### src/chdr_pkg.sv
// Shared types and constants for the ChaCha double round permutation core.
// No dependencies.
package chdr_pkg;

   localparam int WORD_WIDTH  = 32;
   localparam int WORD_COUNT  = 16;
   localparam int FIELD_COUNT = 8;
   localparam int LANE_COUNT  = 4;

   localparam int ROT_A = 16;
   localparam int ROT_B = 12;
   localparam int ROT_C = 8;
   localparam int ROT_D = 7;

   localparam logic [3:0] COUNT_RESET = 4'd10;

   typedef logic [WORD_WIDTH-1:0] word_type;

   // four words that one quarter round works on
   typedef struct packed {
      word_type a;
      word_type b;
      word_type c;
      word_type d;
   } quad_type;

   typedef enum logic [1:0] {
      ST_IDLE,
      ST_RUN,
      ST_FLUSH
   } state_type;

endpackage

### src/chdr_quarter_round.sv
// One ChaCha quarter round: add, xor, rotate by 16, 12, 8 and 7.
// Depends on chdr_pkg.
module chdr_quarter_round
   import chdr_pkg::*;
(
   input  quad_type quad_i,
   output quad_type quad_o
);

   function automatic word_type rotl(input word_type x, input int s);
      rotl = (x << s) | (x >> (WORD_WIDTH - s));
   endfunction

   word_type a1, b1, c1, d1, a2, b2, c2, d2;

   always_comb begin
      a1 = quad_i.a + quad_i.b;
      d1 = rotl(quad_i.d ^ a1, ROT_A);
      c1 = quad_i.c + d1;
      b1 = rotl(quad_i.b ^ c1, ROT_B);
      a2 = a1 + b1;
      d2 = rotl(d1 ^ a2, ROT_C);
      c2 = c1 + d2;
      b2 = rotl(b1 ^ c2, ROT_D);
      quad_o = '{a: a2, b: b2, c: c2, d: d2};
   end

endmodule

### config.mk
export PLATFORM = sky130hd
export DESIGN_NAME = chdr_quarter_round
export DESIGN_NICKNAME = d
export VERILOG_FILES = /design/src/chdr_pkg.sv /design/src/chdr_quarter_round.sv
export SDC_FILE = /design/constraint.sdc
export NUM_CORES = 1
export LEC_CHECK = 0
export CORE_MARGIN = 2
export CORE_UTILIZATION = 65
export DETAILED_ROUTE_END_ITERATION = 6
export DONT_BUFFER_PORTS = 1
export PLACE_DENSITY = 0.81
export RECOVER_POWER = 50
export SKIP_LAST_GASP = 1
export SYNTH_ARGS = -nofsm -noshare
export SYNTH_HDL_FRONTEND = slang
export SYNTH_SLANG_ARGS = --single-unit
### constraint.sdc
create_clock -name vclk -period 16.6
set_input_delay 3.32 -clock vclk [all_inputs]
set_output_delay 3.32 -clock vclk [all_outputs]
set_load 0.005 [all_outputs]
# Word-level counts from Yosys, hierarchy flattened
# Cells that the tools add are included.
[op_classes]
bitwise_logic = 8
addsub = 4
[op_table]
columns = ["cell", "n"]
rows = [
  ["32-bit adder", 4],
  ["32-bit bitwise XOR", 4],
  ["32-bit by 12-bit bitwise OR with 32-bit output", 1],
  ["32-bit by 16-bit bitwise OR with 32-bit output", 1],
  ["32-bit by 7-bit bitwise OR with 32-bit output", 1],
  ["32-bit by 8-bit bitwise OR with 32-bit output", 1],
]
[totals]
reg_bits = 0
wordCells = 12
input_bits = 128

# Longest topological paths before layout
[logic_depth]
depth_word = 12
mapped_depth = 45

# Worst setup path before layout
# OpenSTA, ideal clock, no wires.
[synth_timing]
path_type = "input to output"
startpoint = "input port quad_i[64] (netlist name)"
endpoint = "output port quad_o[91] (netlist name)"
cell_stages = 45
t_arrival_ns = 12.815
n_path_buf = 0
setup_slack_ns = 0.465
required_ns = 13.280
cell_sequence = "ha_1 -> inv_1 -> fa_1 -> nor2b_1 -> o211ai_1 -> a211oi_1 -> or4_1 -> nand2_1 -> o21ai_0 -> xor2_1 -> xor2_1 -> ha_1 -> fa_1 -> a211oi_1 -> nor2_1 -> o21ai_0 -> nand2_1 -> a221oi_1 -> (+9 left out) -> a21boi_0 -> o21ai_0 -> a2111oi_0 -> o21ai_0 -> a21oi_1 -> xor2_1 -> xor2_1 -> ha_1 -> fa_1 -> a21o_1 -> a21oi_1 -> o21ai_0 -> a41o_1 -> o21ba_2 -> or4_1 -> o311a_1 -> xor2_1 -> xor2_1"
[synth_lines]
columns = ["element", "line", "rtl"]
rows = [
  ["from (decl)", "chdr_quarter_round.sv:6", "input quad_type quad_i,"],
  ["to (decl)", "chdr_quarter_round.sv:7", "output quad_type quad_o"],
]

==> impl_results.rst <==
.. list-table::
   :header-rows: 1

   * - Metric
     - Value
   * - Area Overhead vs Synth
     - 21.1%
   * - Die X-Extent
     - 114 um
   * - Wire length of the first global-routing pass
     - 47100 um
   * - Fraction of the yosys area taken by sequential cells
     - 0%
   * - Grt total ovfl
     - 0
   * - Remaining number of nets flagged by the antenna check after routing
     - 0
   * - Placed standard-cell area
     - 0.00913 mm2
   * - Placed insts
     - 1322
   * - Critical Path End Type
     - primary output
   * - Core outline area
     - 0.0119 mm2
   * - First-pass detailed-route iteration total
     - 7
   * - Number of standard cells after synthesis
     - 1039
   * - Sequential standard cell area
     - 0 um2
   * - Part of the cycle the worst path needs
     - 98.9%
   * - Kind of critical path
     - primary input to primary output
   * - Number of hold violations in the final report
     - 0
   * - Fill cells
     - 867
   * - Die Ht
     - 114 um
   * - Slew of the pin with the lowest slew margin
     - 0.922 ns
   * - GR Util All Layers
     - 47.7%
   * - Ant diodes
     - 0
   * - Worst-case setup margin in the final layout
     - 0.187 ns
   * - Setup violation total in the final timing report
     - 0
   * - Yosys warnings
     - 0
   * - I/O pins
     - 256
   * - Largest cells by area after synthesis
     - sky130_fd_sc_hd__ha_1, sky130_fd_sc_hd__xor2_1, sky130_fd_sc_hd__xnor2_1
   * - Critical path arrival
     - 13.09 ns
   * - Overall die area
     - 0.0130 mm2
   * - Most common cell after layout, fill and taps aside
     - sky130_fd_sc_hd__buf_4
   * - Critical path required time
     - 13.28 ns
   * - Global routing met3 resource utilization
     - 12.3%
   * - Fmax achieved
     - 0.0609 GHz
   * - Largest fanout on the critical path
     - 5
   * - Post-synthesis instance area
     - 0.00787 mm2
   * - Final-report max-slew violation count
     - 0
   * - Max_cap viols
     - 0
   * - Most frequent CP cell
     - sky130_fd_sc_hd__o21ai_0
   * - Hold Crit Endpoint
     - quad_o[71]
   * - Number of DRC violations after detailed routing
     - 13
   * - Half-perimeter wire length after detailed placement
     - 29100 um
   * - Class of the tightest hold or removal check
     - primary input to primary output
   * - Hold Crit Depth
     - 1
   * - RePlAce Congestion
     - 1.19
   * - Tmin final
     - 16.41 ns
   * - Detailed Route WL
     - 33900 um
   * - Cell type with the largest total area after synthesis
     - sky130_fd_sc_hd__ha_1
   * - Category of the worst setup path launch point
     - primary input
   * - # hold bufs at CTS
     - 0
   * - Num sequential
     - 0
   * - Mean Syn Cell Area
     - 7.57 um2
   * - Final net count
     - 1446
   * - Unique masters post-synth
     - 71
   * - Post-Syn Nets
     - 1297
   * - Highest-count cells in the layout ignoring fill and taps
     - sky130_fd_sc_hd__buf_4, sky130_fd_sc_hd__xor2_1, sky130_fd_sc_hd__ha_1
   * - Final Instance Area
     - 0.00953 mm2
   * - Average wire length per cell after detail routing
     - 25.4 um
   * - Clock tree buffer count of the final layout
     - 0
   * - Violations in the final reports
     - DRC
   * - Run status
     - complete, but fails checks
   * - Number of standard cells in the layout, taps in and fillers out
     - 1333
   * - Yosys top cell area share
     - 20.0%
   * - Rows
     - 40
   * - Proportion of layout cells with a drive suffix above 1
     - 20.4%
   * - Final worst hold slack
     - 6.87 ns
   * - Via count
     - 9397
   * - HP Start
     - quad_i[84]
   * - Worst setup slack after placement
     - -0.391 ns
   * - First DRT Iteration DRCs
     - 1147
   * - Cell with the largest stage delay on the worst path
     - sky130_fd_sc_hd__xor2_1
   * - Vias in the first global route
     - 8307
   * - Largest net degree at the start of global routing
     - 11
   * - Stage delay of the slowest cell on the critical path
     - 0.49 ns
   * - Grt met1 use
     - 58.9%
   * - Effective utilization at floorplan
     - 66.1%
   * - Rel. slew slack
     - 38.1%
   * - Busiest grt layer
     - met2
   * - Met2 usage in global routing
     - 73.5%
   * - Total of buffers placed on input and output ports
     - 0
   * - Antenna violations before repair
     - 0
   * - Per-cell via count in the routed design
     - 7.05
==> Yosys cell counts (all sizes together), types with 17 or more instances <==
cell and number:
a31oi 19, nor3 17, ha 126, a21oi 103
xnor2 83, nand2 54, nor2 61, o21ai 67
a211oi 17, a21o 65, inv 34, xor2 145
nand3 30
==> logic make-up (layout without fill, tap and decap cells) <==
family          count (synthesis)  after routing  share of synthesized area [%]
mux                             1              1                          0.127
fa+ha+maj                     130            130                           21.1
compound gates                370            370                           31.2
simple gates                  246            246                           15.7
buf+inv                        51            198                           2.48
xor+xnor                      241            241                           29.4
==> routing by layer <==
| metal | vias up | routed length, um |
|---|---|---|
| li1 | 4167 | - |
| met1 | 4231 | 12200 |
| met2 | 781 | 14000 |
| met3 | 218 | 4500 |
| met4 | 0 | 3250 |
| met5 | - | 0 |
==> worst max path at each step <==
| stage | start | end | slack, ns | cells past startpoint |
|---|---|---|---|---|
| 3_5_place_dp | quad_i[64] | quad_o[91] | -0.39 | 46 |
| 3_3_place_gp | quad_i[64] | quad_o[91] | 0.1 | 46 |
| 4_1_cts | quad_i[64] | quad_o[91] | 0.003 | 46 |
| 2_1_floorplan | quad_i[64] | quad_o[91] | 0.47 | 45 |
| 5_1_grt | quad_i[64] | quad_o[91] | -0.22 | 44 |
| 6_report | quad_i[64] | quad_o[70] | 0.19 | 43 |
==> worst max-delay path, delay by kind of cell <==
kind | cells | cell delay, ns
fa+ha+maj | 5 | 1.58
buf+inv | 5 | 0.75
xor+xnor | 8 | 2.33
compound gates | 19 | 4.21
simple gates | 6 | 0.83
==> through the flow <==
step	TNS (ns)	util, %
after floorplan	0	-
after global placement	0	76.7
after detailed placement	-4.60	76.7
after CTS	0	77.1
after global routing	-2.62	80.0
final	0	80.0
==> layout make-up <==
| type | count | area [um2] | share of cell area [%] |
|---|---|---|---|
| well taps | 147 | 184 | 1.93 |
| repair buffers | 164 | 1230 | 12.9 |
| inverters | 34 | 128 | 1.34 |
| multi-input cells | 988 | 7990 | 83.8 |
==> what timing repair did <==
action,in CTS,in global routing
resized for setup,9,66
hold endpoints to repair,0,0
setup buffers,1,10
pin swaps,3,28
endpoints found under the setup margin,24,47
Power is left out: the tool's default activity adds up to more than one toggle a clock period on the data nets, which glitch-free logic cannot reach.
